<file path="src/design/ipv6_pkg.sv">
// ----------------------------------------------------------------------------
// ipv6_pkg
// Types, constants and helpers shared by the IPv6 address-to-text block.
// ----------------------------------------------------------------------------
`timescale 1ns / 1ps
`default_nettype none

package ipv6_pkg;

   localparam int NumGroups = 8;
   localparam int GroupW    = 16;
   localparam int CharW     = 7;

   localparam logic [CharW-1:0] AsciiZero  = 7'h30;
   localparam logic [CharW-1:0] AsciiColon = 7'h3a;
   localparam logic [CharW-1:0] AsciiDot   = 7'h2e;
   localparam logic [CharW-1:0] AsciiHexLo = 7'h57;   // 'a' - 10

   typedef enum logic [2:0] {
      ST_LOAD,
      ST_SCAN,
      ST_GROUP,
      ST_HEX,
      ST_DLEAD,
      ST_DEC,
      ST_DOT,
      ST_TAIL
   } state_type;

   typedef enum logic [1:0] {
      CH_COLON,
      CH_DOT,
      CH_HEX,
      CH_DEC
   } char_sel_type;

   typedef struct packed {
      logic         load_ready;
      logic         scan_clear;
      logic         scan_step;
      logic         gi_next;
      logic         nib_load;
      logic         nib_next;
      logic         byte_clear;
      logic         byte_next;
      logic         dig_load;
      logic         dig_next;
      logic         emit;
      logic         emit_last;
      char_sel_type sel;
   } cmd_type;

   typedef struct packed {
      logic load_fire;
      logic load_last;
      logic scan_done;
      logic in_run;
      logic run_start_here;
      logic group_last;
      logic gi_zero;
      logic dotted_here;
      logic nib_zero;
      logic dig_zero;
      logic byte_last;
      logic slot_free;
   } status_type;

   typedef struct packed {
      logic [3:0] h;
      logic [3:0] t;
      logic [3:0] o;
   } dec_type;

   // byte to three decimal digits; tens via x*205 >> 11 on the remainder below 100, where it is exact
   function automatic dec_type to_dec(input logic [7:0] v);
      dec_type     d;
      logic [7:0]  r;
      logic [14:0] p;
      if (v >= 8'd200) begin
         d.h = 4'd2;
         r   = v - 8'd200;
      end else if (v >= 8'd100) begin
         d.h = 4'd1;
         r   = v - 8'd100;
      end else begin
         d.h = 4'd0;
         r   = v;
      end
      p   = 15'(r) * 15'd205;
      d.t = p[14:11];
      d.o = 4'(r - {4'd0, d.t} * 8'd10);
      return d;
   endfunction

   function automatic logic [CharW-1:0] hex_char(input logic [3:0] v);
      return (v < 4'd10) ? AsciiZero + 7'(v) : AsciiHexLo + 7'(v);
   endfunction

endpackage

`default_nettype wire

</file>
<file path="src/design/ipv6_ctl.sv">
// ----------------------------------------------------------------------------
// ipv6_ctl
// Sequencer: group loading, zero-run scan and character emission steps.
// ----------------------------------------------------------------------------
`timescale 1ns / 1ps
`default_nettype none

module ipv6_ctl (
   input  wire logic                 clock,
   input  wire logic                 reset,
   input  wire ipv6_pkg::status_type st,
   output ipv6_pkg::cmd_type         cmd
);

   ipv6_pkg::state_type state_ff, state_in;

   always_ff @(posedge clock) begin
      if (reset) begin
         state_ff <= ipv6_pkg::ST_LOAD;
      end else begin
         state_ff <= state_in;
      end
   end

   always_comb begin
      state_in = state_ff;
      unique case (state_ff)
         ipv6_pkg::ST_LOAD: begin
            if (st.load_fire && st.load_last) state_in = ipv6_pkg::ST_SCAN;
         end
         ipv6_pkg::ST_SCAN: begin
            if (st.scan_done) state_in = ipv6_pkg::ST_GROUP;
         end
         ipv6_pkg::ST_GROUP: begin
            if (st.slot_free) begin
               if (st.in_run) begin
                  if (st.group_last) state_in = ipv6_pkg::ST_TAIL;
               end else if (st.dotted_here) begin
                  state_in = ipv6_pkg::ST_DLEAD;
               end else begin
                  state_in = ipv6_pkg::ST_HEX;
               end
            end
         end
         ipv6_pkg::ST_HEX: begin
            if (st.slot_free && st.nib_zero) begin
               state_in = st.group_last ? ipv6_pkg::ST_LOAD : ipv6_pkg::ST_GROUP;
            end
         end
         ipv6_pkg::ST_DLEAD: begin
            state_in = ipv6_pkg::ST_DEC;
         end
         ipv6_pkg::ST_DEC: begin
            if (st.slot_free && st.dig_zero) begin
               state_in = st.byte_last ? ipv6_pkg::ST_LOAD : ipv6_pkg::ST_DOT;
            end
         end
         ipv6_pkg::ST_DOT: begin
            if (st.slot_free) state_in = ipv6_pkg::ST_DLEAD;
         end
         ipv6_pkg::ST_TAIL: begin
            if (st.slot_free) state_in = ipv6_pkg::ST_LOAD;
         end
         default: state_in = ipv6_pkg::ST_LOAD;
      endcase
   end

   always_comb begin
      cmd     = '0;
      cmd.sel = ipv6_pkg::CH_COLON;
      unique case (state_ff)
         ipv6_pkg::ST_LOAD: begin
            cmd.load_ready = 1'b1;
            cmd.scan_clear = st.load_fire && st.load_last;
         end
         ipv6_pkg::ST_SCAN: begin
            cmd.scan_step = 1'b1;
         end
         ipv6_pkg::ST_GROUP: begin
            if (st.slot_free) begin
               if (st.in_run) begin
                  cmd.emit    = st.run_start_here;
                  cmd.gi_next = !st.group_last;
               end else begin
                  cmd.emit       = !st.gi_zero;
                  cmd.byte_clear = st.dotted_here;
                  cmd.nib_load   = !st.dotted_here;
               end
            end
         end
         ipv6_pkg::ST_HEX: begin
            cmd.sel = ipv6_pkg::CH_HEX;
            if (st.slot_free) begin
               cmd.emit      = 1'b1;
               cmd.emit_last = st.nib_zero && st.group_last;
               cmd.gi_next   = st.nib_zero && !st.group_last;
               cmd.nib_next  = !st.nib_zero;
            end
         end
         ipv6_pkg::ST_DLEAD: begin
            cmd.dig_load = 1'b1;
         end
         ipv6_pkg::ST_DEC: begin
            cmd.sel = ipv6_pkg::CH_DEC;
            if (st.slot_free) begin
               cmd.emit      = 1'b1;
               cmd.emit_last = st.dig_zero && st.byte_last;
               cmd.dig_next  = !st.dig_zero;
            end
         end
         ipv6_pkg::ST_DOT: begin
            cmd.sel = ipv6_pkg::CH_DOT;
            if (st.slot_free) begin
               cmd.emit      = 1'b1;
               cmd.byte_next = 1'b1;
            end
         end
         ipv6_pkg::ST_TAIL: begin
            if (st.slot_free) begin
               cmd.emit      = 1'b1;
               cmd.emit_last = 1'b1;
            end
         end
         default: cmd.sel = ipv6_pkg::CH_COLON;
      endcase
   end

endmodule

`default_nettype wire

</file>
<file path="config.mk">
export PLATFORM = sky130hd
export DESIGN_NAME = ipv6_ctl
export DESIGN_NICKNAME = d
export VERILOG_FILES = /design/src/design/ipv6_pkg.sv /design/src/design/ipv6_ctl.sv
export SDC_FILE = /design/constraint.sdc
export NUM_CORES = 1
export LEC_CHECK = 0
export ABC_AREA = 1
export CAP_MARGIN = 20
export CORE_AREA = 2 2 39 41
export CTS_CLUSTER_DIAMETER = 80
export DETAILED_ROUTE_END_ITERATION = 8
export DIE_AREA = 0 0 41 43
export DONT_BUFFER_PORTS = 1
export HOLD_SLACK_MARGIN = 0.12
export SYNTH_ARGS = -nofsm -noshare
export SYNTH_HDL_FRONTEND = slang
export SYNTH_SLANG_ARGS = --single-unit
</file>
<file path="constraint.sdc">
create_clock -name clock -period 3.34 [get_ports clock]
set_clock_uncertainty 0.2 [all_clocks]
set_input_delay 0.334 -clock clock [delete_from_list [all_inputs] [get_ports clock]]
set_output_delay 0.334 -clock clock [all_outputs]
set_load 0.02 [all_outputs]
</file>
# Word level (Yosys, flattened, before mapping)
# Cells that the tools add are included.
[word_totals] in_bits=14 elab_cells=67 reg_bits=3 out_inout_bits=14
[op_classes] n_eq_ne=15 n_mux=38 n_reduce_logical=13
[ops] cell="2-to-1 mux 3 bit" count=12
[ops] cell="case mux 3 bit (8 select lines)" count=1
[ops] cell="2-to-1 mux 1 bit" count=16
[ops] cell="inequality test 2 bit, second input constant" count=7
[ops] cell="equality test 3 bit, second input constant" count=4
[ops] cell="2-to-1 mux 2 bit" count=5
[ops] cell="AND reduction 8 bit" count=1
[ops] cell="equality test 3 x 2 -> 1 bit, second input constant" count=2
[ops] cell="logical AND 1 bit" count=6
[ops] cell="case mux 2 bit (3 select lines)" count=1
[ops] cell="zero test 1 bit" count=5
[ops] cell="case mux 1 bit (5 select lines)" count=1
[ops] cell="equality test 3 x 1 -> 1 bit, second input constant" count=1
[ops] cell="zero test 3 bit" count=1
[ops] cell="inequality test 3 bit, second input constant" count=1
[ops] cell="case mux 1 bit (3 select lines)" count=1
[ops] cell="case mux 1 bit (2 select lines)" count=1

# Logic depth before layout (Yosys ltp)
# Gate-level depths: netlist of run 1.
[depth] ltp_word=4 mapped_depth=10 ltp_nobuf=9

# Worst setup path before layout of run 1
# Ideal clock, no wire load.
[synth_timing] kind="reg2out" startpoint="register state_ff[0]" endpoint="output cmd[2] in the netlist's numbering" stages_incl_launch_ff=6 required_ns=2.806 path_buffers=1 path_slack_ns=1.481 arrival_ns=1.325 path_cell_list="dfxtp_1 buf_6 inv_2 nor2_2 nand2_1 o311ai_1"
[synth_lines] item="from (decl)" line_no="ipv6_ctl.sv:15" text="ipv6_pkg::state_type state_ff, state_in;"
[synth_lines] item="from (signal assigned)" line_no="ipv6_ctl.sv:19" text="state_ff <= ipv6_pkg::ST_LOAD;"
[synth_lines] item="from (signal assigned)" line_no="ipv6_ctl.sv:21" text="state_ff <= state_in;"
[synth_lines] item="to (decl)" line_no="ipv6_ctl.sv:12" text="output ipv6_pkg::cmd_type cmd"

==> out/qor.yml, run 1 <==
layout:
  final_util_pct: 39.0
  diodes: 0
  nets: 104
  fin_area_um2: 539
  final_cell_mix: "21 x nand2_1, 10 x nor2_1, 10 x inv_1, 6 x nand2_2"
  layoutNonFillerInstCount: 105
  top_regs: "state_ff: 3 flops"
  regArea_um2: 60.1
  largest_register_ffs: 3
  syn_to_final_growth_pct: 2.86
  multi_input_area_um2: 374
  mostFrequentLayoutCell: "nand2_1"
  regMostFlops: "state_ff"
  num-fill-cells: 170
  drive_above_1_share_pct: 24.7
placed_design:
  pre_cts_slack_ns: 1.23
  dp_cells: 100
  port_buffers: 0
  dp_hpwl_um: 981
  dpl_cell_area_um2: 503
  gp_congestion: 0.717
die:
  die_area_um2: 1760
  initial_utilization_pct: 37.9
  die_y_um: 43
  ioPinCount: 28
  row_count: 14
  core_area_um2: 1380
  die_x_um: 41
sta:
  layout_min_cycle_time_ns: 2.35
  slew_headroom_pct: 50.6
  fin_crit_sh_pct: 70.4
  slew_viol_final: 0
  setup_slack_ns: 0.988
  hold_ws_ns: 0.222
  tightest_slew_ns: 0.729
  tns_ns: 0
  final-setup-viol-count: 0
  hold_viol: 0
  max_freq_ghz: 0.425
  rsz0062_at_grt: "no"
global_routing:
  grt_pass1_vias: 457
  grt_max_degree: 12
  grt_antenna_before_repair: 0
  grt_usage_pct: 14.6
  grt_overflow: 0
  grt_pass1_wl_mm: 1.77
setup_path:
  crit_path_end_kind: "output port"
  worstPathRequired_ns: 2.81
  path_max_fanout: 8
  startpoint_type: "flop"
  arrival_ns: 1.82
  critPathKind: "reg -> out"
power:
  clock_power_share_pct: 10.9
  intPower_mw: 0.219
  power_switching_mw: 0.348
  p_comb_share_pct: 69.6
  peakVddDrop_uv: 339
  switching_share_pct: 61.4
  finalPower_mw: 0.567
  power_density_nw_per_um2: 1050
  cellLeakagePower_nw: 0.263
  pwr-share-seq_pct: 19.5
synthesis:
  syn_area_per_cell_um2: 5.96
  yosysSeqAreaShare_pct: 11.5
  synthFlopType: "dfxtp_1"
  synth_edf_count: 0
  synthArstFlopShare_pct: 0
  syn_inst: 88
  ys_warn_count: 0
  syn_nets: 102
  yosys.area.top_type: "nand2_1"
  syn_area_um2: 524
  ys_types: 21
  synth_top_area_share_pct: 15.0
  ys_ff_latch: 3
  synth.area.top_cells: "nand2_1 15%, dfxtp_1 11%, inv_1 7.2%"
clocking:
  clkLatencyLatePin_ns: 0.23
  cts.clk_slew.worst_paths_ns: 0.04
  numCtsBuffers: 3
  cts_resized: 0
  cts_max_level: 1
  cts_tree: "built"
  cts.path.max_buffers: 2
  root_buffer: "clkbuf_4"
  clock-sinks: 3
outcome:
  outcome: "complete, no violations"
drt:
  postRouteAntennaNets: 0
  wire_per_inst_um: 11.3
  remaining_drc_errors: 0
  viasPerCell: 5.12
  wl_mm: 1.18
  vias: 538
  first_iter_violations: 6
  firstDrtPassIters: 4
flow_run:
  maxCapViolations: 0
min_path:
  hold_path_class: "in -> reg"
critical path, cell delays in order, from the launching register on:
cell and delay, ns:
dfxtp_1 0.56, inv_2 0.08, nor2_2 0.17, nand2_1 0.13
o311ai_1 0.64
Yosys cell counts (2+ instances only):
cell     count
a21oi_1      3
buf_6        3
dfxtp_1      3
inv_1       10
inv_2        3
nand2_1     21
nand2_2      6
nand3_1      5
nand3_2      3
nand4_1      4
nor2_1      10
nor2_2       3
nor2_4       2
nor3_1       5
kinds of logic (layout without fill, tap and decap cells):
| kind of cell | after synthesis | in the layout | synth area share (%) |
|---|---|---|---|
| AOI/OAI and AO/OA | 7 | 7 | 8.11 |
| buffers and inverters | 17 | 18 | 17.2 |
| DFF | 3 | 3 | 11.5 |
| and+or+nand+nor | 61 | 61 | 63.2 |
layout make-up:
cell class	instances	share of cell area, %
repair buffers	1	1.86
clock buffers	4	4.87
well taps	16	3.71
inverters	13	9.05
multi-input cells	68	69.4
flip-flops and latches	3	11.1
per-layer routing:
layer	vias up	wire, um	track usage, %
li1	282	-	-
met1	240	502	16.0
met2	16	613	25.3
met3	0	69	1.57
met4	0	0	8.00
met5	-	0	0
power by group through the flow:
stage / sequential, mW / clock [mW] / combinational [mW]
after detailed placement: 0.111 / 0 / 0.396
after global placement: 0.109 / 0 / 0.396
after CTS: 0.110 / 0.0660 / 0.399
after global routing: 0.117 / 0.0690 / 0.441
final: 0.110 / 0.0620 / 0.394
after floorplan: 0.0712 / 0 / 0.420
worst paths after layout:
kind / to / slack (ns) / start / cells after the start
worst max-delay path: cmd[2] / 0.99 / state_ff[0]$_SDFFE_PP0P_ / 4
worst min-delay path: state_ff[2]$_SDFFE_PP0P_ / 0.22 / st[0] / 4
worst max register to register: state_ff[1]$_SDFFE_PP0P_ / 1.65 / state_ff[2]$_SDFFE_PP0P_ / 7
worst min register to register: state_ff[2]$_SDFFE_PP0P_ / 0.48 / state_ff[2]$_SDFFE_PP0P_ / 2
timing repair:
action / 4_1_cts / 5_1_grt
setup buffers: 0 / 0
endpoints found under the setup margin: 0 / 0
hold buffers: 1 / 0
hold endpoints to repair: 3 / 0
(Power assumes the default switching activity.)
==> run 2, diff against run 1 <==
Clock period 3.34 ns to 1.9 ns, I/O delays scaled along.
==> run 2 against run 1 <==
Clock-buffer cell count unchanged. Worst setup slack got worse by 0.89 ns. Final area up 17%. Sequential power increased by 76%. Die area is the same. Register-to-register slack lost 1.3 ns. Utilization rose by 6.5 points. Total power up 88%. Worst hold slack got worse by 0.095 ns. Combinational power increased by 93%. Sequential share of layout area down 0.80 points. Critical endpoint unchanged.
==> out/qor.yml, run 2 (synthesis gave the netlist of run 1 again) <==
outcome:
  outcome: "complete, no violations"
layout:
  nets: 114  # +9.6%
  top_regs: "state_ff: 3 flops"
  final_cell_mix: "21 x nand2_1, 10 x nor2_1, 10 x inv_1, 9 x buf_4, 6 x nand2_2"
  diodes: 0  # unchanged
  largest_register_ffs: 3  # unchanged
  mostFrequentLayoutCell: "nand2_1"
  regMostFlops: "state_ff"
  layoutNonFillerInstCount: 115  # +9.5%
  drive_above_1_share_pct: 34.3  # +9.6 points
  num-fill-cells: 158  # -7.1%
  syn_to_final_growth_pct: 20.0
min_path:
  hp-start: "st[6]"
  whs_path_depth: 5  # +1
  hold_path_class: "in -> reg"
  hold_end: "state_ff[1]$_SDFFE_PP0P_"
flow_run:
  maxCapViolations: 0  # unchanged
clocking:
  numCtsBuffers: 3  # unchanged
  cts.clk_slew.worst_paths_ns: 0.04  # about the same
  clock-sinks: 3  # unchanged
  root_buffer: "clkbuf_4"
  cts_max_level: 1  # unchanged
  postCtsSetupBuffers: 0  # unchanged
  cts.path.max_buffers: 2  # unchanged
  cts_tree: "built"
  clkLatencyLatePin_ns: 0.23  # about the same
drt:
  wire_per_inst_um: 11.3  # -0.14%
  remaining_drc_errors: 0  # unchanged
  firstDrtPassIters: 4  # unchanged
  wl_mm: 1.30  # +9.4%
  first_iter_violations: 5  # -1
  viasPerCell: 5.10  # -0.38%
  vias: 587  # +9.1%
  postRouteAntennaNets: 0  # unchanged
sta:
  setup_slack_ns: 0.101  # -0.888 ns
  max_freq_ghz: 0.556
  tightest_slew_ns: 0.406  # -0.323 ns
  final-setup-viol-count: 0  # unchanged
  slew_viol_final: 0  # unchanged
  hold_viol: 0  # unchanged
  layout_min_cycle_time_ns: 1.80
  slew_headroom_pct: 72.9  # +22 points
  fin_crit_sh_pct: 94.7
global_routing:
  grt_overflow: 0  # unchanged
  grt_pass1_vias: 502  # +9.8%
  grt_pass1_wl_mm: 1.87  # +5.4%
  met3_usage_pct: 3.14  # +1.6 points
  busiest_layer: "met2"
  grt_max_degree: 12  # unchanged
  grtUsageMet1_pct: 16.0  # +0.051 points
  grt_antenna_before_repair: 0  # unchanged
  grt_usage_pct: 15.1  # +0.52 points
  met2_usage_pct: 27.8  # +2.5 points
placed_design:
  port_buffers: 0  # unchanged
  pre_cts_slack_ns: 0.201  # -1.03 ns
  gp_congestion: 0.797  # +11%
  dp_cells: 109  # +9.0%
  dp_hpwl_mm: 1.02  # +4.3%
setup_path:
  crit_family: "flip-flops"
  timing.reg2reg.setup_slack_ns: 0.35  # -1.30 ns
  crit_path_end_kind: "output port"
  cp_num_buf_inv: 2  # +1
  worstReg2RegStart: "state_ff[2]$_SDFFE_PP0P_"
  rr_worst_depth: 7  # unchanged
  slowest_delay_ns: 0.38  # -0.26 ns
  startpoint_type: "flop"
  worstPathRequired_ns: 1.51  # -1.30 ns
  critPathKind: "reg -> out"
  crit_path_start: "state_ff[0]$_SDFFE_PP0P_"
  arrival_ns: 1.41  # -0.41 ns
  path_max_fanout: 8  # unchanged
  crit_slowest_cell: "dfxtp_4"
  worstPathCellList: "inv_2, nor2_2, nand2_1, o311ai_2, buf_4"
  rr_endpoint: "state_ff[1]$_SDFFE_PP0P_"
power:
  cellLeakagePower_nw: 0.319  # +21%
  power_density_nw_per_um2: 1690  # +61%
  peakVddDrop_uv: 883  # +160%
die:
  initial_utilization_pct: 37.9  # unchanged
  die_x_um: 41  # unchanged
  core_area_um2: 1380  # unchanged
  die_area_um2: 1760  # unchanged
  die_y_um: 43  # unchanged
  ioPinCount: 28  # unchanged
  row_count: 14  # unchanged
## run 2: changes by cell type in the layout (fill, tap and decap cells not counted)
cell,change
buf_4,+9
dfxtp_1,-2
dfxtp_2,+1
dfxtp_4,+1
dlygate4sd3_1,+1
o311ai_1,-1
o311ai_2,+1
## run 2: report_power, final
| group | switching [mW] | total (mW) | internal (mW) | leakage, nW |
|---|---|---|---|---|
| Clock | 0.0315 | 0.110 | 0.0786 | 0.0150 |
| Combinational | 0.512 | 0.760 | 0.247 | 0.278 |
| Sequential | 0.0850 | 0.194 | 0.109 | 0.0258 |
## run 2: worst register-to-register path, cell delays in order (launching register included)
cell,delay (ns)
dfxtp_2,0.44
inv_2,0.16
nand2_1,0.09
inv_1,0.11
a21oi_1,0.16
nand3_1,0.10
nor2_1,0.12
nor2_2,0.05
## run 2: layer usage
layer	vias up	share of wire, %
met3	0	3.7
met2	14	54
met5	-	0
li1	302	-
met4	0	0
met1	271	42
## run 2: layout make-up
type,instances,area (um2),share of cell area [%]
repair buffers,11,87.6,13.9
well taps,16,20.0,3.18
clock buffers,4,26.3,4.17
inverters,13,48.8,7.75
flip-flops and latches,3,65.1,10.3
multi-input cells,68,382,60.6
## run 2: how the worst max path moves through the flow
stage	to	slack, ns	cells past startpoint
floorplan	cmd[2]	0.18	5
global placement	state_ff[1]$_SDFFE_PP0P_	0.18	7
detailed placement	state_ff[1]$_SDFFE_PP0P_	0.20	7
CTS	cmd[2]	0.08	5
global route	cmd[2]	-0.02	5
finish	cmd[2]	0.10	5
## run 2: stage by stage
stage          TNS (ns)  hold slack, ns  total power, mW  instance area, um2  utilization (%)
6_report              0           0.127             1.06                 629             45.5
5_1_grt         -0.0236           0.157             1.16                 629             45.5
4_1_cts               0           0.122             1.06                 618             44.7
3_5_place_dp          0           0.180            0.938                 571             41.2
3_3_place_gp          0           0.178            0.942                 571             41.2
2_1_floorplan         0           0.157            0.864                 524                -
## run 2: repair_timing
action | in CTS | in global routing
endpoints found under the hold margin | 3 | 0
hold buffers | 2 | 0
resized for setup | 1 | 3
endpoints found under the setup margin | 1 | 1
