## config.mk

```make
export PLATFORM = sky130hd
export DESIGN_NAME = ipv6_dp
export DESIGN_NICKNAME = d
export VERILOG_FILES = /design/src/design/ipv6_pkg.sv /design/src/design/ipv6_dp.sv
export SDC_FILE = /design/constraint.sdc
export NUM_CORES = 1
export LEC_CHECK = 0
export BUFFER_PORTS_ARGS = -buffer_cell sky130_fd_sc_hd__buf_2
export CAP_MARGIN = 20
export CORE_ASPECT_RATIO = 1.25
export CORE_UTILIZATION = 54
export DETAILED_ROUTE_END_ITERATION = 6
export MAX_ROUTING_LAYER = met4
export PLACE_DENSITY = 0.75
export SYNTH_ARGS = -nofsm -noshare
export SYNTH_HDL_FRONTEND = slang
export SYNTH_SLANG_ARGS = --single-unit
```

## constraint.sdc

```tcl
create_clock -name clock -period 8.5 [get_ports clock]
set_clock_uncertainty 0.2 [all_clocks]
set_input_delay 0.85 -clock clock [delete_from_list [all_inputs] [get_ports clock]]
set_output_delay 0.85 -clock clock [all_outputs]
set_load 0.03 [all_outputs]
```

## src/design/ipv6_pkg.sv

```systemverilog
// ----------------------------------------------------------------------------
// ipv6_pkg
// Types, constants and helpers shared by the IPv6 address-to-text block.
// ----------------------------------------------------------------------------
`timescale 1ns / 1ps
`default_nettype none

package ipv6_pkg;

   localparam int NumGroups = 8;
   localparam int GroupW    = 16;
   localparam int CharW     = 7;

   localparam logic [CharW-1:0] AsciiZero  = 7'h30;
   localparam logic [CharW-1:0] AsciiColon = 7'h3a;
   localparam logic [CharW-1:0] AsciiDot   = 7'h2e;
   localparam logic [CharW-1:0] AsciiHexLo = 7'h57;   // 'a' - 10

   typedef enum logic [2:0] {
      ST_LOAD,
      ST_SCAN,
      ST_GROUP,
      ST_HEX,
      ST_DLEAD,
      ST_DEC,
      ST_DOT,
      ST_TAIL
   } state_type;

   typedef enum logic [1:0] {
      CH_COLON,
      CH_DOT,
      CH_HEX,
      CH_DEC
   } char_sel_type;

   typedef struct packed {
      logic         load_ready;
      logic         scan_clear;
      logic         scan_step;
      logic         gi_next;
      logic         nib_load;
      logic         nib_next;
      logic         byte_clear;
      logic         byte_next;
      logic         dig_load;
      logic         dig_next;
      logic         emit;
      logic         emit_last;
      char_sel_type sel;
   } cmd_type;

   typedef struct packed {
      logic load_fire;
      logic load_last;
      logic scan_done;
      logic in_run;
      logic run_start_here;
      logic group_last;
      logic gi_zero;
      logic dotted_here;
      logic nib_zero;
      logic dig_zero;
      logic byte_last;
      logic slot_free;
   } status_type;

   typedef struct packed {
      logic [3:0] h;
      logic [3:0] t;
      logic [3:0] o;
   } dec_type;

   // byte to three decimal digits; tens via x*205 >> 11 on the remainder below 100, where it is exact
   function automatic dec_type to_dec(input logic [7:0] v);
      dec_type     d;
      logic [7:0]  r;
      logic [14:0] p;
      if (v >= 8'd200) begin
         d.h = 4'd2;
         r   = v - 8'd200;
      end else if (v >= 8'd100) begin
         d.h = 4'd1;
         r   = v - 8'd100;
      end else begin
         d.h = 4'd0;
         r   = v;
      end
      p   = 15'(r) * 15'd205;
      d.t = p[14:11];
      d.o = 4'(r - {4'd0, d.t} * 8'd10);
      return d;
   endfunction

   function automatic logic [CharW-1:0] hex_char(input logic [3:0] v);
      return (v < 4'd10) ? AsciiZero + 7'(v) : AsciiHexLo + 7'(v);
   endfunction

endpackage

`default_nettype wire

```

## src/design/ipv6_dp.sv

```systemverilog
// ----------------------------------------------------------------------------
// ipv6_dp
// Group store, zero-run scan registers, digit counters and output register.
// ----------------------------------------------------------------------------
`timescale 1ns / 1ps
`default_nettype none

module ipv6_dp (
   input  wire logic                          clock,
   input  wire logic                          reset,
   input  wire logic [ipv6_pkg::GroupW-1:0]   req_group,
   input  wire logic                          req_valid,
   input  wire ipv6_pkg::cmd_type             cmd,
   output ipv6_pkg::status_type               st,
   output logic      [ipv6_pkg::CharW-1:0]    rsp_char,
   output logic                               rsp_last,
   output logic                               rsp_valid,
   input  wire logic                          rsp_ready
);

   localparam logic [3:0] ScanEnd  = 4'(ipv6_pkg::NumGroups);
   localparam logic [2:0] LastIdx  = 3'(ipv6_pkg::NumGroups - 1);

   logic [ipv6_pkg::GroupW-1:0] grp_ff [ipv6_pkg::NumGroups];
   logic [ipv6_pkg::NumGroups-1:0] zflag_ff;

   logic [2:0] cnt_ff, cnt_in;
   logic [3:0] scan_ff, scan_in;
   logic [2:0] cur_start_ff, cur_start_in;
   logic [3:0] cur_len_ff, cur_len_in;
   logic [2:0] best_start_ff, best_start_in;
   logic [3:0] best_len_ff, best_len_in;
   logic [2:0] gi_ff, gi_in;
   logic [1:0] nib_ff, nib_in;
   logic [1:0] byte_ff, byte_in;
   logic [1:0] dig_ff, dig_in;
   logic [ipv6_pkg::CharW-1:0] char_ff, char_in;
   logic       last_ff, last_in;
   logic       valid_ff, valid_in;

   logic                        load;
   logic                        scan_zero;
   logic                        has_run;
   logic [3:0]                  run_end;
   logic                        dotted;
   logic [ipv6_pkg::GroupW-1:0] grp_sel;
   logic [1:0]                  lead_nib;
   logic [3:0]                  nib_val;
   logic [7:0]                  byte_val;
   ipv6_pkg::dec_type           dec;
   logic [1:0]                  lead_dig;
   logic [3:0]                  dig_val;

   assign load = req_valid && cmd.load_ready;

   // group store, write side
   always_ff @(posedge clock) begin
      if (load) begin
         grp_ff[cnt_ff]   <= req_group;
         zflag_ff[cnt_ff] <= (req_group == '0);
      end
   end

   assign cnt_in = load ? cnt_ff + 3'd1 : cnt_ff;

   // zero-run scan, one group per step plus a closing step
   assign scan_zero = (scan_ff != ScanEnd) && zflag_ff[scan_ff[2:0]];

   always_comb begin
      scan_in       = scan_ff;
      cur_start_in  = cur_start_ff;
      cur_len_in    = cur_len_ff;
      best_start_in = best_start_ff;
      best_len_in   = best_len_ff;
      if (cmd.scan_clear) begin
         scan_in       = '0;
         cur_len_in    = '0;
         best_start_in = '0;
         best_len_in   = '0;
      end else if (cmd.scan_step) begin
         scan_in = scan_ff + 4'd1;
         if (scan_zero) begin
            if (cur_len_ff == '0) begin
               cur_start_in = scan_ff[2:0];
               cur_len_in   = 4'd1;
            end else begin
               cur_len_in = cur_len_ff + 4'd1;
            end
         end else if (cur_len_ff != '0) begin
            if (cur_len_ff > best_len_ff) begin
               best_start_in = cur_start_ff;
               best_len_in   = cur_len_ff;
            end
            cur_len_in = '0;
         end
      end
   end

   assign has_run = best_len_ff >= 4'd2;
   assign run_end = {1'b0, best_start_ff} + best_len_ff;
   assign dotted  = has_run && (best_start_ff == '0) &&
                    ((best_len_ff == 4'd6) ||
                     ((best_len_ff == 4'd5) && (grp_ff[5] == 16'hffff)));

   // hex digits
   assign grp_sel = grp_ff[gi_ff];

   always_comb begin
      priority if (grp_sel[15:12] != '0) lead_nib = 2'd3;
      else if     (grp_sel[11:8]  != '0) lead_nib = 2'd2;
      else if     (grp_sel[7:4]   != '0) lead_nib = 2'd1;
      else                               lead_nib = 2'd0;
   end

   assign nib_val = grp_sel[{nib_ff, 2'b00} +: 4];

   // dotted-decimal tail: bytes of the last two groups
   always_comb begin
      unique case (byte_ff)
         2'd0:    byte_val = grp_ff[6][15:8];
         2'd1:    byte_val = grp_ff[6][7:0];
         2'd2:    byte_val = grp_ff[7][15:8];
         default: byte_val = grp_ff[7][7:0];
      endcase
   end

   assign dec = ipv6_pkg::to_dec(byte_val);

   always_comb begin
      priority if (dec.h != '0) lead_dig = 2'd2;
      else if     (dec.t != '0) lead_dig = 2'd1;
      else                      lead_dig = 2'd0;
   end

   always_comb begin
      unique case (dig_ff)
         2'd2:    dig_val = dec.h;
         2'd1:    dig_val = dec.t;
         default: dig_val = dec.o;
      endcase
   end

   always_comb begin
      gi_in   = gi_ff;
      nib_in  = nib_ff;
      byte_in = byte_ff;
      dig_in  = dig_ff;
      if (cmd.scan_clear)    gi_in   = '0;
      else if (cmd.gi_next)  gi_in   = gi_ff + 3'd1;
      if (cmd.nib_load)      nib_in  = lead_nib;
      else if (cmd.nib_next) nib_in  = nib_ff - 2'd1;
      if (cmd.byte_clear)    byte_in = '0;
      else if (cmd.byte_next) byte_in = byte_ff + 2'd1;
      if (cmd.dig_load)      dig_in  = lead_dig;
      else if (cmd.dig_next) dig_in  = dig_ff - 2'd1;
   end

   // output register
   always_comb begin
      char_in  = char_ff;
      last_in  = last_ff;
      valid_in = valid_ff;
      if (cmd.emit) begin
         valid_in = 1'b1;
         last_in  = cmd.emit_last;
         unique case (cmd.sel)
            ipv6_pkg::CH_COLON: char_in = ipv6_pkg::AsciiColon;
            ipv6_pkg::CH_DOT:   char_in = ipv6_pkg::AsciiDot;
            ipv6_pkg::CH_HEX:   char_in = ipv6_pkg::hex_char(nib_val);
            ipv6_pkg::CH_DEC:   char_in = ipv6_pkg::AsciiZero + 7'(dig_val);
            default:            char_in = ipv6_pkg::AsciiColon;
         endcase
      end else if (rsp_ready) begin
         valid_in = 1'b0;
      end
   end

   always_ff @(posedge clock) begin
      if (reset) begin
         cnt_ff   <= '0;
         valid_ff <= 1'b0;
      end else begin
         cnt_ff   <= cnt_in;
         valid_ff <= valid_in;
      end
   end

   always_ff @(posedge clock) begin
      scan_ff       <= scan_in;
      cur_start_ff  <= cur_start_in;
      cur_len_ff    <= cur_len_in;
      best_start_ff <= best_start_in;
      best_len_ff   <= best_len_in;
      gi_ff         <= gi_in;
      nib_ff        <= nib_in;
      byte_ff       <= byte_in;
      dig_ff        <= dig_in;
      char_ff       <= char_in;
      last_ff       <= last_in;
   end

   always_comb begin
      st.load_fire      = load;
      st.load_last      = (cnt_ff == LastIdx);
      st.scan_done      = (scan_ff == ScanEnd);
      st.in_run         = has_run && (gi_ff >= best_start_ff) &&
                          ({1'b0, gi_ff} < run_end);
      st.run_start_here = (gi_ff == best_start_ff);
      st.group_last     = (gi_ff == LastIdx);
      st.gi_zero        = (gi_ff == '0);
      st.dotted_here    = dotted && (gi_ff == 3'd6);
      st.nib_zero       = (nib_ff == '0);
      st.dig_zero       = (dig_ff == '0);
      st.byte_last      = (byte_ff == 2'd3);
      st.slot_free      = !valid_ff || rsp_ready;
   end

   assign rsp_char  = char_ff;
   assign rsp_last  = last_ff;
   assign rsp_valid = valid_ff;

endmodule

`default_nettype wire

```

Word-level counts from Yosys, hierarchy flattened
Memory sizes are Yosys's and may differ from the RTL's. A register that Yosys moved wholly into a read port is not among the register bits.
Cells that the tools add are included.
{"block": "totals", "ram_bits": 128, "rom_bits": 0, "memories": 1, "latch_bits": 0, "input_bits": 34, "wordCells": 125, "register_bits": 47, "out_inout_bits": 21}
{"name": "grp_ff", "words": 8, "width": 16, "rd": 4, "rd_clocked_by_memory_dff": 1, "wr": 1, "line": "ipv6_dp.sv:24", "rtl": "logic [ipv6_pkg::GroupW-1:0] grp_ff [ipv6_pkg::NumGroups];"}
{"block": "op_classes", "div": 0, "n_addsub": 14, "n_mul": 2, "n_bitwise": 2, "mux": 31, "n_eq_ne": 17, "n_reduce_logical": 33, "shift": 1, "magnitude_cmp": 10}
{"operator": "$pmux 7 s4", "n": 1}
{"operator": "$pmux 8 s3", "n": 1}
{"operator": "$reduce_bool 4->1", "n": 6}
{"operator": "$eq 16x16->1 const B", "n": 1}
{"operator": "$logic_not 16->1", "n": 1}
{"operator": "$mux 2", "n": 8}
{"operator": "$mux 8", "n": 2}
{"operator": "$shiftx 16x5->4", "n": 1}
{"operator": "$mul 8x8->15 const B", "n": 1}
{"operator": "$add 6x4->7 const A", "n": 2}
{"operator": "$mux 4", "n": 3}
{"operator": "$eq 2x2->1 const B", "n": 5}
{"operator": "$eq 3x3->1 const B", "n": 3}
{"operator": "$logic_and 1x1->1", "n": 9}
{"operator": "$mux 1", "n": 9}
{"operator": "$add 4x1->4 const B", "n": 2}
{"operator": "$bwmux 8", "n": 1}
{"operator": "$eq 4x3->1 const B", "n": 2}
{"operator": "$ge 8x7->1 const B", "n": 1}
{"operator": "$ge 8x8->1 const B", "n": 1}
{"operator": "$logic_not 2->1", "n": 4}
{"operator": "$lt 3x4->1 const B", "n": 2}
{"operator": "$pmux 4 s2", "n": 1}
{"operator": "$reduce_and 4->1", "n": 2}
{"operator": "other kinds (30)", "n": 41}

Longest topological paths before layout
Gate-level depths: netlist (run 1).
{"block": "logic_depth", "ltp_word": 11, "mapped_depth": 34, "ltp_nobuf": 33}

Worst setup path after synthesis (run 1)
Ideal clock, no wire load.
{"block": "synth_path", "kind": "reg-to-reg", "startpoint": "reg byte_ff[0]", "endpoint": "reg char_ff (netlist bit rsp_char[3]) (data pin)", "required_ns": 8.040, "period_less_slack_ns": 8.343, "path_stages_with_launch": 34, "arrival_ns": 7.883, "path_buffers": 1, "slack_ns": 0.157, "cell_sequence": "dfxtp_1 ha_1 buf_2 a21oi_1 a22oi_1 inv_1 ha_1 a21boi_0 o21ai_0 o21ai_0 xnor2_1 inv_1 ha_1 inv_1 fa_1 inv_1 fa_1 inv_1 fa_1 inv_1 ha_1 a21o_1 a21o_1 a211o_1 or3_1 a21boi_0 and3_4 ha_1 fa_1 xnor3_4 and4_1 o211a_1 o31ai_1 o21ai_1"}
{"block": "synth_via", "elab_chain_cells": 11, "elab_cells_between_ends": 18, "classes_between": "add/sub (4); mul (2); order compare (2); eq/ne (2); mux (7); reduce/logical (1)"}
{"element": "start: declaration", "line": "ipv6_dp.sv:35", "rtl": "logic [1:0] byte_ff, byte_in;"}
{"element": "start signal: assignment", "line": "ipv6_dp.sv:196", "rtl": "byte_ff <= byte_in;"}
{"element": "$eq 2x2->1, or another cell as far along", "line": "ipv6_dp.sv:119", "rtl": "unique case (byte_ff)"}
{"element": "$pmux 8 s3 (*)", "line": "ipv6_dp.sv:119"}
{"element": "$sub 8x7->8 or $ge 8x7->1 (tied branches)", "line": "ipv6_pkg.sv:84, ipv6_pkg.sv:82"}
{"element": "$mux 8", "line": "ipv6_pkg.sv:82", "rtl": "end else if (v >= 8'd100) begin"}
{"element": "$mux 8", "line": "ipv6_pkg.sv:79", "rtl": "if (v >= 8'd200) begin"}
{"element": "$mul 8x8->15", "line": "ipv6_pkg.sv:89", "rtl": "p = 15'(r) * 15'd205;"}
{"element": "$mul 4x3->3", "line": "ipv6_pkg.sv:91", "rtl": "d.o = 4'(r - {4'd0, d.t} * 8'd10);"}
{"element": "$sub 4x4->4", "line": "ipv6_pkg.sv:91"}
{"element": "$pmux 4 s2 (*)", "line": "ipv6_dp.sv:136", "rtl": "unique case (dig_ff)"}
{"element": "$add 6x4->7 (*)", "line": "ipv6_dp.sv:170", "rtl": "ipv6_pkg::CH_DEC: char_in = ipv6_pkg::AsciiZero + 7'(dig_val);"}
{"element": "$pmux 7 s4 (*)", "line": "ipv6_dp.sv:166", "rtl": "unique case (cmd.sel)"}
{"element": "end signal: assignment", "line": "ipv6_dp.sv:198", "rtl": "char_ff <= char_in;"}
{"element": "end: declaration", "line": "ipv6_dp.sv:37", "rtl": "logic [ipv6_pkg::CharW-1:0] char_ff, char_in;"}
Mark *: on every way between the ends. The rest lies on a longest branch, timed or not.
A chain may end at the register's enable or synchronous reset.

Worst setup path after layout (run 1)
{"block": "layout_path", "startpoint": "reg byte_ff[1]", "endpoint": "reg char_ff (netlist bit rsp_char[3]) (data pin)"}
Same word-level chain as after synthesis.

==> flow_summary.yaml, run 1 <==
synthesis:
  synth.avg_cell_area_um2: 13.8
  synth-seq-cells: 178
  synth_area_um2: 9370
  ys_warn_count: 0
  synth_cell_types: 63
  syn_inst: 680
  syn_nets: 798
  seq_area_frac_synth_pct: 54.2
  ys.flop_type: "edfxtp_1"
  synth_edf_count: 151
  synthArstFlopShare_pct: 0
worst_setup_path:
  reg2reg_depth: 31
  cp_max_fo: 8
  r2r_setup_slack_ns: 0.17
  startpoint: "byte_ff[1]"
  rr_startpoint: "byte_ff[1]"
  cp.required_ns: 8.50
  critPathSlowestCell: "fa_1"
  cp_common_cell: "inv_1"
  worstReg2RegEnd: "rsp_char[3]"
  crit_arrival_ns: 8.33
  critPathKind: "reg2reg"
  start_kind: "flop"
  endpoint: "rsp_char[3]"
  slowest_delay_ns: 0.53
  critPathCaptureType: "flop"
clock_tree:
  cts.sinks: 178
  clkLatencyLatePin_ns: 0.44
  clockBufferDepth: 2
  cts_tree: "yes"
  clk_pin_slew_ns: 0.07
  htreeDepth: 4
  clock-root-buffer: "clkbuf_16"
  tritoncts.num_buffers: 17
routing:
  ant_nets: 0
  routed_wl_um: 20600
  drc: 0
  vias: 6013
  initialDrtViolationCount: 526
  viasPerCell: 6.11
  first_pass_iters: 5
  wl_per_cell_um: 20.9
die:
  start_util_pct: 55.4
  die_h_um: 149
  rows: 53
  die_x_um: 120
  ios: 55
  dieArea_um2: 17900
  core_um2: 16900
placed_design:
  dp_hpwl_um: 14300
  io_buffers: 54
  pre_cts_ws_ns: -0.0159
  place_congestion: 0.971
power:
  p_leak_nw: 4.02
  ir_drop_uv: 280
  powerDensity_nw_per_um2: 306
final_layout:
  drive_above_1_share_pct: 22.9
  final_common_cell: "edfxtp_1"
  final_cell_mix: "151 x edfxtp_1, 72 x inv_1, 67 x ha_1"
  n_antenna_cell: 0
  final_nets: 869
  area_growth_pct: 13.7
  final_util_pct: 63.0
grt:
  grt_max_degree: 33
  grt_usage_pct: 24.5
  gr-total-overflow: 0
  grt_pass1_vias: 5856
  grt_pass1_wl_um: 31500
  antenna_found_initial: 0
flow_run:
  max_cap_violations: 0
timing:
  slew_headroom_pct: 29.7
  setup_ws_ns: 0.167
  hold_viol_final: 0
  setup_violations: 0
  fmax_mhz: 120
  timing.final.max_slew_violations: 0
  min_period_over_period_pct: 98.0
  finalCriticalPeriod_ns: 8.33
  worstMarginPinSlew_ns: 1.05
status:
  run_status: "finished, final reports clean"
worst_hold_path:
  hp-class: "reg2reg"
-- synth_stat cells, drive strengths merged, types with 2 or more instances --
cell type    n  share of area [%]
fa          13                2.8
or3          2               0.13
a31oi        5               0.33
inv         76                3.0
mux4        38                9.1
mux2         4               0.48
nor3        10               0.53
a21oi       26                1.4
mux2i       33                3.5
a41oi        2               0.19
xor2         6               0.56
ha          71                9.5
nor2b        3               0.20
and3         5               0.39
nand2b       8               0.53
a21o         9               0.72
edfxtp     151                 48
a222oi       4               0.43
a22oi        9               0.72
nand4       11               0.73
dfxtp       27                5.8
a21boi       3               0.24
or2          2               0.13
o22ai        2               0.13
buf         10               0.61
a211oi       4               0.32
nand3        2               0.11
nor2        41                1.6
o21ai       18               0.96
nor4         6               0.40
nand2       25                1.0
a221oi       2               0.25
and2         2               0.13
xnor2       13                1.2
nor3b        2               0.16
clkbuf      10               0.40
o311ai       2               0.37
and4         5               0.47
-- flip-flops by register name, summed over array words and instances, names as in the netlist, 2 cells and up, named ones only --
name / count
best_len_ff: 4
best_start_ff: 3
byte_ff: 2
cnt_ff: 3
cur_len_ff: 4
cur_start_ff: 3
dig_ff: 2
gi_ff: 3
grp_ff: 128
nib_ff: 2
rsp_char: 7
scan_ff: 4
zflag_ff: 8
-- critical path, delay by kind of cell (launching register included) --
| family | cells | cell delay (ns) |
|---|---|---|
| and+or+nand+nor | 3 | 0.83 |
| xor gates and xnor gates | 2 | 0.77 |
| adders and majority gates | 8 | 2.94 |
| DFF | 1 | 0.41 |
| muxes | 1 | 0.13 |
| buffers and inverters | 7 | 0.60 |
| AOI/OAI and AO/OA | 10 | 2.19 |
-- where the power goes --
part / leakage (nW) / internal (mW) / switching [mW]
logic: 2.17 / 0.679 / 0.821
clock network: 0.269 / 0.417 / 0.337
registers: 1.58 / 0.982 / 0.0226
total: 4.02 / 2.08 / 1.18
-- cell type report --
type | instances | area, um^2
clock inverters | 12 | 125
inverters | 77 | 289
fillers | 1253 | 6260
well taps | 220 | 275
multi-input cells | 405 | 4020
repair buffers | 72 | 405
flip-flops and latches | 178 | 5080
clock buffers | 20 | 447
-- worst min path at each step --
stage                          startpoint                to  slack, ns  depth (start not counted)
after floorplan           cur_start_ff[0]  best_start_ff[0]       0.26                          2
after global placement          rsp_valid         rsp_valid       0.27                          2
after detailed placement  cur_start_ff[0]  best_start_ff[0]       0.28                          2
after CTS                       rsp_valid         rsp_valid       0.30                          2
after global routing      cur_start_ff[0]  best_start_ff[0]       0.33                          2
final                     cur_start_ff[0]  best_start_ff[0]       0.30                          2
-- stage by stage --
stage	TNS, ns	power, mW	area (um^2)	hold slack (ns)	instances
after floorplan	0	2.15	9370	0.257	680
after global placement	0	2.40	9960	0.273	948
after detailed placement	-0.0159	2.48	9960	0.285	948
after CTS	0	3.23	10500	0.300	980
after global routing	-0.0590	3.47	10600	0.328	984
final	0	3.26	10600	0.296	984
-- routing by layer --
metal  GRT usage (%)  wire, um  up-vias
met5               -         0        -
met4            10.1       699        0
met3            4.43      1250       52
met2            39.8     10400      267
met1            30.2      8270     2992
li1                -         -     2702
-- what timing repair did --
item,in CTS,in global routing
buffers inserted,0,4
pin swaps,0,6
gates resized for setup,1,24
endpoints found under the setup margin,1,1
hold buffers,0,0
-- logic make-up (layout without fill, tap and decap cells) --
| kind of cell | Yosys count | in the layout | synth area share (%) |
|---|---|---|---|
| buffers and inverters | 97 | 181 | 4.10 |
| flip-flops | 178 | 178 | 54.2 |
| adder cells (fa/ha/maj) | 84 | 84 | 12.3 |
| other | 1 | 1 | 0.0400 |
| multiplexers | 75 | 75 | 13.1 |
| AO/OA/AOI/OAI | 97 | 97 | 7.23 |
| AND/OR/NAND/NOR | 128 | 128 | 7.00 |
| XOR/XNOR | 20 | 20 | 2.06 |
Power figures use the tool's default switching activity.
==> run 2, diff against run 1 <==
--- a/config.mk
+++ b/config.mk
@@ -8,10 +8,10 @@
 export BUFFER_PORTS_ARGS = -buffer_cell sky130_fd_sc_hd__buf_2
 export CAP_MARGIN = 20
 export CORE_ASPECT_RATIO = 1.25
-export CORE_UTILIZATION = 54
+export CORE_UTILIZATION = 55
 export DETAILED_ROUTE_END_ITERATION = 6
 export MAX_ROUTING_LAYER = met4
-export PLACE_DENSITY = 0.75
+export PLACE_DENSITY = 0.76
 export SYNTH_ARGS = -nofsm -noshare
 export SYNTH_HDL_FRONTEND = slang
 export SYNTH_SLANG_ARGS = --single-unit
==> run 2 against run 1 <==
Against the previous run: first-iteration DRC count up 0.95%; sequential power about the same; largest power group unchanged; clock power down 2%; non-clock buffer count up 3; sequential cell count unchanged.
==> flow_summary.yaml, run 2 (synthesis gave the netlist of run 1 again) <==
clock_tree:
  clockBufferDepth: 2
  cts.sinks: 178
  clk_pin_slew_ns: 0.07
  cts_tree: "yes"
  clkLatencyLatePin_ns: 0.43
  htreeDepth: 4
  tritoncts.num_buffers: 17
  clock-root-buffer: "clkbuf_16"
timing:
  timing.final.max_slew_violations: 0
  whs_ns: 0.307
  slew_headroom_pct: 30.6
  hold_viol_final: 0
  setup_violations: 0
  setup_tns_ns: 0
  min_period_over_period_pct: 97.9
  worstMarginPinSlew_ns: 1.04
  finalCriticalPeriod_ns: 8.32
  fmax_mhz: 120
power:
  p_leak_nw: 4.04
  powerDensity_nw_per_um2: 304
  p_total_mw: 3.24
  ir_drop_uv: 210
grt:
  grt_max_degree: 33
  grt_pass1_wl_um: 31600
  antenna_found_initial: 0
  grt_pass1_vias: 6087
  grt_usage_pct: 24.8
  gr-total-overflow: 0
placed_design:
  dp_hpwl_um: 14800
  place_congestion: 0.904
  io_buffers: 54
routing:
  first_pass_iters: 5
  routed_wl_um: 20300
  drc: 0
  initialDrtViolationCount: 531
  ant_nets: 0
  wl_per_cell_um: 20.5
  viasPerCell: 5.95
  vias: 5876
worst_setup_path:
  critPathCaptureType: "flop"
  cp_common_cell: "inv_1"
  critPathKind: "reg2reg"
  cp_max_fo: 8
  cp.required_ns: 8.48
  slowest_delay_ns: 0.53
  rr_startpoint: "byte_ff[0]"
  crit_arrival_ns: 8.30
  startpoint: "byte_ff[0]"
  start_kind: "flop"
  critPathSlowestCell: "fa_1"
final_layout:
  top_register: "grp_ff"
  final_nets: 872
  final_util_pct: 63.7
  final_cell_mix: "151 x edfxtp_1, 74 x inv_1, 67 x ha_1"
  drive_above_1_share_pct: 22.6
  largest_register_ffs: 128
  final_common_cell: "edfxtp_1"
  n_antenna_cell: 0
  area_growth_pct: 13.7
die:
  dieArea_um2: 17600
  core_um2: 16700
  ios: 55
  rows: 53
  start_util_pct: 56.1
  die_h_um: 148
  die_x_um: 119
status:
  run_status: "finished, final reports clean"
worst_hold_path:
  worstHoldStart: "cur_start_ff[2]"
  hp-class: "reg2reg"
flow_run:
  max_cap_violations: 0
-- run 2: cell count changes in the layout (fill, tap and decap cells not counted), sizes merged --
cell	change
buf	+3
inv	+2
clkbuf	-2
-- run 2: stage by stage --
stage / worst slack (ns) / area, um^2 / std cells
after floorplan: 0.157 / 9370 / 680
after global placement: 0.333 / 9970 / 950
after detailed placement: 0.00189 / 9970 / 950
after CTS: 0.0208 / 10500 / 982
after global routing: -0.0972 / 10700 / 987
final: 0.177 / 10700 / 987
-- run 2: timing repair --
| action | CTS | global route |
|---|---|---|
| resized for setup | 1 | 22 |
| pin swaps | 2 | 5 |
| setup buffers | 0 | 5 |
| hold buffers | 0 | 0 |
| setup endpoints to repair | 1 | 1 |
-- run 2: worst max-delay path, delay by kind of cell (launching register included) --
kind / cells / cell delay (ns)
flip-flops: 1 / 0.40
buffers and inverters: 8 / 0.72
adder cells (fa/ha/maj): 8 / 2.93
XOR/XNOR: 2 / 0.59
multiplexers: 1 / 0.11
AND/OR/NAND/NOR: 3 / 0.83
AO/OA/AOI/OAI: 11 / 2.32
-- run 2: final cells by class --
cell class / instances / area, um^2
Tap cell: 220 / 275
Timing Repair Buffer: 75 / 428
Sequential cell: 178 / 5080
Multi-Input combinational cell: 405 / 4020
Clock inverter: 14 / 129
Clock buffer: 18 / 429
Fill cell: 1232 / 6060
Inverter: 77 / 289
-- run 2: layer usage --
metal  track usage, %  up-vias  share of wire [%]
met3             3.90       46                5.0
met2             42.0      215                 53
li1                 -     2708                  -
met4             12.5        0                3.7
met5                -        -                  0
met1             28.6     2907                 39
-- run 2: worst paths after layout --
check | to | slack [ns] | cells after the start
hold reg to reg | best_start_ff[2] | 0.31 | 2
setup reg to reg | rsp_char[3] | 0.18 | 33
hold / removal | best_start_ff[2] | 0.31 | 2
setup / recovery | rsp_char[3] | 0.18 | 33
-- run 2: report_power, final --
part           switching, mW  internal [mW]  leakage, nW
clock network          0.332          0.407        0.265
registers             0.0182          0.982         1.58
logic                  0.813          0.685         2.19
total                   1.16           2.07         4.04
